### config.mk
export PLATFORM = sky130hd
export DESIGN_NAME = moving_average_filter_top
export DESIGN_NICKNAME = d
export VERILOG_FILES = /design/src/hdl/mavg_pkg.sv /design/src/hdl/mavg_ram.sv /design/src/hdl/mavg_div.sv /design/src/hdl/moving_average_filter_top.sv
export SDC_FILE = /design/constraint.sdc
export NUM_CORES = 1
export LEC_CHECK = 0
export BUFFER_PORTS_ARGS = -buffer_cell sky130_fd_sc_hd__buf_2
export CORE_MARGIN = 2
export CORE_UTILIZATION = 50
export DETAILED_ROUTE_END_ITERATION = 7
export PLACE_DENSITY = 0.66
export REMOVE_ABC_BUFFERS = 1
export SYNTH_ARGS = -nofsm -noshare
export SYNTH_HDL_FRONTEND = slang
export SYNTH_HIERARCHICAL = 1
export SYNTH_SLANG_ARGS = --single-unit
### constraint.sdc
create_clock -name clk -period 4.8 [get_ports clk]
set_input_delay 0.72 -clock clk [delete_from_list [all_inputs] [get_ports clk]]
set_output_delay 0.72 -clock clk [all_outputs]
set_load 0.005 [all_outputs]
### src/hdl/mavg_pkg.sv
`timescale 1ns / 1ps
// ----------------------------------------------------------------------------
// mavg_pkg
// Shared widths, register codes and sequencer states of the moving average
// filter.
// ----------------------------------------------------------------------------
package mavg_pkg;

  localparam int MAX_WINDOW = 64;
  localparam int SAMPLE_W   = 16;
  localparam int POS_W      = $clog2(MAX_WINDOW);
  localparam int LEN_W      = $clog2(MAX_WINDOW + 1);
  localparam int SUM_W      = $clog2(MAX_WINDOW * 65535 + 1);
  localparam int CNT_W      = $clog2(SUM_W);
  localparam int PADDR_W    = 3;
  localparam int PDATA_W    = 32;

  localparam logic REG_WINDOW = 1'b0;

  typedef enum logic [2:0] {
    ST_IDLE,
    ST_READ,
    ST_UPDATE,
    ST_START,
    ST_DIVIDE,
    ST_FINISH
  } state_t;

endpackage

### src/hdl/mavg_ram.sv
`timescale 1ns / 1ps
// ----------------------------------------------------------------------------
// mavg_ram
// Generic single-port RAM with registered read data.
// ----------------------------------------------------------------------------
module mavg_ram #(
  parameter int WIDTH = 16,
  parameter int DEPTH = 64
) (
  input  logic                     clk,
  input  logic                     we,
  input  logic [$clog2(DEPTH)-1:0] addr,
  input  logic [WIDTH-1:0]         wdata,
  output logic [WIDTH-1:0]         rdata
);

  logic [WIDTH-1:0] mem [DEPTH];

  always_ff @(posedge clk) begin
    if (we) begin
      mem[addr] <= wdata;
    end
    rdata <= mem[addr];
  end

endmodule

### src/hdl/mavg_div.sv
`timescale 1ns / 1ps
// ----------------------------------------------------------------------------
// mavg_div
// Restoring divider, one quotient bit per cycle, for sum over window length.
// ----------------------------------------------------------------------------
module mavg_div
  import mavg_pkg::*;
(
  input  logic             clk,
  input  logic             rst,
  input  logic             start,
  input  logic [SUM_W-1:0] dividend,
  input  logic [LEN_W-1:0] divisor,
  output logic             done,
  output logic [SUM_W-1:0] quotient
);

  logic             busy;
  logic [CNT_W-1:0] count;
  logic [LEN_W-1:0] rem;
  logic [LEN_W:0]   rem_sh;
  logic [LEN_W:0]   diff;
  logic             fits;

  assign rem_sh = {rem, quotient[SUM_W-1]};
  assign diff   = rem_sh - {1'b0, divisor};
  assign fits   = rem_sh >= {1'b0, divisor};

  always_ff @(posedge clk) begin
    if (rst) begin
      busy <= 1'b0;
      done <= 1'b0;
    end else begin
      done <= busy && (count == '0);
      if (start) begin
        busy <= 1'b1;
      end else if (busy && (count == '0)) begin
        busy <= 1'b0;
      end
    end
    if (start) begin
      count    <= CNT_W'(SUM_W - 1);
      rem      <= '0;
      quotient <= dividend;
    end else if (busy) begin
      count    <= count - 1'b1;
      rem      <= fits ? diff[LEN_W-1:0] : rem_sh[LEN_W-1:0];
      quotient <= {quotient[SUM_W-2:0], fits};
    end
  end

endmodule

### src/hdl/moving_average_filter_top.sv
`timescale 1ns / 1ps
// ----------------------------------------------------------------------------
// moving_average_filter_top
// Moving average over the last window_length samples, held in a ring.
// ----------------------------------------------------------------------------
// One average is returned for every sample. From transfer to result a sample
// passes through a ring read, a sum update, a divider start, the bit-serial
// divider that forms sum / window_length, a step that takes the quotient and
// the load of the output register. The input is ready again only after that,
// so a new sample is not taken before the last one is through, and a stalled
// output holds the next result, and with it the input, back for as long as
// the stall lasts. With window_length at zero the sample leaves the state
// untouched and goes straight to the finish state, which loads an average of
// zero; the input is ready again once that result is loaded. window_length
// sits at byte address 0; writes whose low 7 bits exceed 64 are ignored, and
// every accepted write clears the ring's valid flags, the sum and the write
// position. Write it only while no sample is in flight.
// ----------------------------------------------------------------------------
module moving_average_filter_top
  import mavg_pkg::*;
(
  input  logic               clk,
  input  logic               rst,
  // sample input stream
  input  logic               s_tvalid,
  output logic               s_tready,
  input  logic [15:0]        s_tdata,   // [15:0] sample
  // average output stream
  output logic               m_tvalid,
  input  logic               m_tready,
  output logic [15:0]        m_tdata,   // [15:0] average
  // configuration
  input  logic               psel,
  input  logic               penable,
  input  logic               pwrite,
  input  logic [PADDR_W-1:0] paddr,
  input  logic [PDATA_W-1:0] pwdata,
  output logic [PDATA_W-1:0] prdata,
  output logic               pready
);

  state_t state, state_next;

  logic [LEN_W-1:0]      window_length;
  logic [SAMPLE_W-1:0]   sample_reg;
  logic [SUM_W-1:0]      sum;
  logic [POS_W-1:0]      pos;
  logic [POS_W-1:0]      pos_inc;
  logic [MAX_WINDOW-1:0] valid;
  logic [SAMPLE_W-1:0]   result;
  logic [SAMPLE_W-1:0]   ring_rdata;
  logic [SAMPLE_W-1:0]   old_sample;
  logic                  ring_we;
  logic                  div_start;
  logic                  div_done;
  logic [SUM_W-1:0]      quotient;
  logic                  s_xfer;
  logic                  out_free;
  logic                  cfg_write;
  logic [LEN_W-1:0]      cfg_len;

  assign pready    = 1'b1;
  assign cfg_len   = pwdata[LEN_W-1:0];
  assign cfg_write = psel && penable && pwrite && pready && (paddr[2] == REG_WINDOW)
                     && (cfg_len <= LEN_W'(MAX_WINDOW));
  assign prdata    = (paddr[2] == REG_WINDOW) ? PDATA_W'(window_length) : '0;

  assign s_tready   = (state == ST_IDLE);
  assign s_xfer     = s_tvalid && s_tready;
  assign out_free   = !m_tvalid || m_tready;
  assign ring_we    = (state == ST_UPDATE);
  assign div_start  = (state == ST_START);
  assign old_sample = valid[pos] ? ring_rdata : '0;
  assign pos_inc    = ((LEN_W'(pos) + 1'b1) >= window_length) ? '0 : pos + 1'b1;

  mavg_ram #(
    .WIDTH (SAMPLE_W),
    .DEPTH (MAX_WINDOW)
  ) u_ring (
    .clk   (clk),
    .we    (ring_we),
    .addr  (pos),
    .wdata (sample_reg),
    .rdata (ring_rdata)
  );

  mavg_div u_div (
    .clk      (clk),
    .rst      (rst),
    .start    (div_start),
    .dividend (sum),
    .divisor  (window_length),
    .done     (div_done),
    .quotient (quotient)
  );

  always_comb begin
    state_next = state;
    unique case (state)
      ST_IDLE: begin
        if (s_xfer) begin
          state_next = (window_length == '0) ? ST_FINISH : ST_READ;
        end
      end
      ST_READ:   state_next = ST_UPDATE;
      ST_UPDATE: state_next = ST_START;
      ST_START:  state_next = ST_DIVIDE;
      ST_DIVIDE: begin
        if (div_done) begin
          state_next = ST_FINISH;
        end
      end
      ST_FINISH: begin
        if (out_free) begin
          state_next = ST_IDLE;
        end
      end
      default: state_next = ST_IDLE;
    endcase
  end

  always_ff @(posedge clk) begin
    if (rst) begin
      state <= ST_IDLE;
    end else begin
      state <= state_next;
    end
  end

  always_ff @(posedge clk) begin
    if (rst) begin
      window_length <= '0;
      sum           <= '0;
      pos           <= '0;
      valid         <= '0;
      m_tvalid      <= 1'b0;
    end else begin
      if (cfg_write) begin
        window_length <= cfg_len;
        sum           <= '0;
        pos           <= '0;
        valid         <= '0;
      end else if (state == ST_UPDATE) begin
        sum        <= sum - SUM_W'(old_sample) + SUM_W'(sample_reg);
        pos        <= pos_inc;
        valid[pos] <= 1'b1;
      end
      if (state == ST_FINISH && out_free) begin
        m_tvalid <= 1'b1;
      end else if (m_tready) begin
        m_tvalid <= 1'b0;
      end
    end
    if (s_xfer) begin
      sample_reg <= s_tdata;
      result     <= '0;
    end else if (state == ST_DIVIDE && div_done) begin
      result <= quotient[SAMPLE_W-1:0];
    end
    if (state == ST_FINISH && out_free) begin
      m_tdata <= result;
    end
  end

endmodule

==> impl_metrics.json <==
{
  "finalNetCount": 3658,
  "grt_antenna_before_repair": 4,
  "crit_start": "pos[1]",
  "crit_fanout": 12,
  "core_area_mm2": 0.09813,
  "placedInstanceArea_mm2": 0.05212,
  "final_common_cell": "edfxtp_1",
  "num_io_pins": 109,
  "final_cell_mix": "1,078 x edfxtp_1, 288 x nor2_1, 221 x buf_4",
  "layout-drive-gt1-share_pct": 15.25,
  "synth_cells": 3357,
  "postCtsHoldBufs": 0,
  "async_flop_share_pct": 0,
  "finalCritPeriodShare_pct": 96.31,
  "route.detailed.drc": 0,
  "wl_per_cell_um": 25.76,
  "drt_pre_antenna_iters": 6,
  "synth_seq_area_share_pct": 71.64,
  "cp-end-kind": "flip-flop",
  "first_iter_violations": 3635,
  "port_buffers": 55,
  "chipWidth_um": 318.2,
  "reg2reg_from": "pos[1]",
  "start_kind": "flip-flop",
  "fin_area_mm2": 0.05592,
  "gp_congestion": 0.9246,
  "synth_edf_count": 1078,
  "p_leak_nw": 18.47,
  "cts_sinks": 1227,
  "grt_pass1_vias": 29100,
  "via_count": 30330,
  "largest_reg_flops": 1024,
  "min_path_type": "primary input to flip-flop",
  "grt_pass1_wl_mm": 188.8,
  "max_slew_margin_pct": 20.70,
  "netlist_area_mm2": 0.04935,
  "place_ws_ns": -0.04004,
  "hold_violations": 0,
  "fp.dieH_um": 318.2,
  "synthDistinctLibCells": 84,
  "cts_buffers": 117,
  "die_area_mm2": 0.1012,
  "cts.clk_slew.worst_paths_ns": 0.06,
  "status": "complete, no violations",
  "worst_slack_ns": 0.1769,
  "worstSetupPathType": "flip-flop to flip-flop",
  "top_register": "u_ring/mem",
  "htreeDepth": 3,
  "synth_ff_type": "edfxtp_1",
  "cts_buffer_depth": 3,
  "drt-vias-per-instance": 6.156,
  "setup_viol": 0,
  "clkLatencyLatePin_ns": 0.72,
  "cp.required_ns": 5.36,
  "rsz0062_at_grt": "true",
  "dp_hpwl_mm": 76.03,
  "grtUsageTotal_pct": 24.77,
  "ant_nets": 0,
  "finClkSkew_ns": 0.03893,
  "tritoncts": "done",
  "ys_ff_latch": 1227,
  "ir_drop_uv": 310.4,
  "p_total_mw": 22.43,
  "cp.arrival_ns": 5.19,
  "hold_start": "s_tdata[7]",
  "grt_overflow": 0,
  "pwr_density_cell_mw_per_mm2": 401.0,
  "syn_to_final_growth_pct": 13.31,
  "core.rowCount": 115,
  "worstMarginPinSlew_ns": 1.185,
  "initial_utilization_pct": 50.29,
  "syn_avg_cell_area_um2": 14.70,
  "clock.fmax_ghz": 0.2163,
  "num_antenna_cells": 0,
  "slew_violations": 0,
  "cts_root_buf": "clkbuf_16",
  "top_regs": "u_ring/mem: 1024 flops, valid: 64 flops",
  "grt_max_degree": 100,
  "maxCapViolations": 0,
  "routed_wl_mm": 126.9,
  "layout_min_cycle_time_ns": 4.623,
  "ys.warnings.count": 6
}
[power breakdown]
part           switching, mW  internal, mW  leakage (nW)  total (mW)
Clock                   3.93          5.06          1.82        9.00
Sequential            0.0844          11.8          10.9        11.9
Combinational          0.985         0.543          5.74        1.53
[cell families (layout without fill, tap and decap cells)]
logic type	after synthesis	count (layout)	synth area share, %
fa+ha+maj	56	56	1.678
flops	1227	1227	71.64
xor+xnor	21	21	0.3727
compound gates	852	852	12.10
simple gates	628	628	5.864
buf+inv	343	602	3.278
mux	228	228	5.053
other cells	2	26	0.01522
[routing by layer]
| layer | track usage [%] | vias up | wire [µm] |
|---|---|---|---|
| li1 | - | 13460 | - |
| met1 | 34.50 | 15260 | 51360 |
| met2 | 39.74 | 1410 | 59930 |
| met3 | 4.961 | 209 | 12140 |
| met4 | 7.067 | 2 | 3481 |
| met5 | 0 | - | 13 |
[through the flow]
stage                     setup TNS, ns  hold WS [ns]  util, %  instances
after global placement          -0.1096        0.4154    53.12       4713
after global routing           -0.02639        0.1415    56.99       4927
final                                 0        0.1737    56.99       4927
after CTS                             0        0.1258    56.92       4928
after floorplan                -4748.75        0.4081        -       3134
after detailed placement       -0.04884        0.4138    53.12       4713
[final timing paths]
| path | to | slack (ns) | depth (start not counted) |
|---|---|---|---|
| worst min register to register | m_tdata[8] | 0.43 | 0 |
| worst max register to register | sum[21] | 0.18 | 18 |
| worst max-delay path | sum[21] | 0.18 | 18 |
| worst min-delay path | sample_reg[7] | 0.17 | 1 |
[critical path, cell delays in order (launching register included)]
cell and delay [ns]:
dfxtp_4 0.43, mux4_2 0.52, mux2_2 0.28, a22o_1 0.22, a221oi_2 0.23, and4_4 0.30
buf_12 0.14, buf_4 0.13, nor2b_1 0.05, fa_1 0.48, inv_1 0.04, ha_1 0.30
buf_4 0.16, nand2_1 0.07, o21ai_0 0.29, a41oi_2 0.23, and4_1 0.25, nor4_1 0.28
nor3_1 0.08
[what timing repair did]
action | 4_1_cts | 5_1_grt
gates cloned | 0 | 0
gates resized for setup | 1 | 18
buffers inserted | 0 | 0
pin swaps | 0 | 4
endpoints found under the hold margin | 0 | 0
endpoints found under the setup margin | 1 | 13
[cell usage after synthesis (15+ instances only)]
cell type / instances / area [µm²]
o221ai_1: 15 / 131.4
nand2_1: 130 / 488.0
ha_1: 39 / 488.0
mux2i_1: 170 / 1702
nand2b_1: 16 / 100.1
a211oi_1: 30 / 225.2
o22a_1: 27 / 236.5
a221oi_1: 110 / 963.4
o22ai_1: 60 / 375.4
nor2b_1: 36 / 225.2
buf_2: 72 / 360.4
mux2_2: 44 / 495.5
o21ai_0: 59 / 295.3
a22oi_1: 201 / 1509
nor2_1: 291 / 1092
edfxtp_1: 1078 / 32370
buf_1: 22 / 82.58
buf_4: 42 / 315.3
nand3_1: 30 / 150.1
nor3_1: 30 / 150.1
clkbuf_1: 100 / 375.4
inv_1: 95 / 356.6
a31oi_1: 26 / 162.7
a22o_1: 23 / 201.4
fa_1: 17 / 340.3
a21oi_1: 201 / 1006
dfxtp_1: 149 / 2983
[cell type report]
| type | instances | area, µm² |
|---|---|---|
| fillers | 7709 | 42210 |
| clock inverters | 61 | 565.5 |
| well taps | 1287 | 1610 |
| multi-input cells | 1811 | 12630 |
| flip-flops and latches | 1227 | 35370 |
| inverters | 96 | 360.3 |
| repair buffers | 291 | 2226 |
| clock buffers | 154 | 3162 |
No activity file was read; power rests on OpenSTA's default activity.
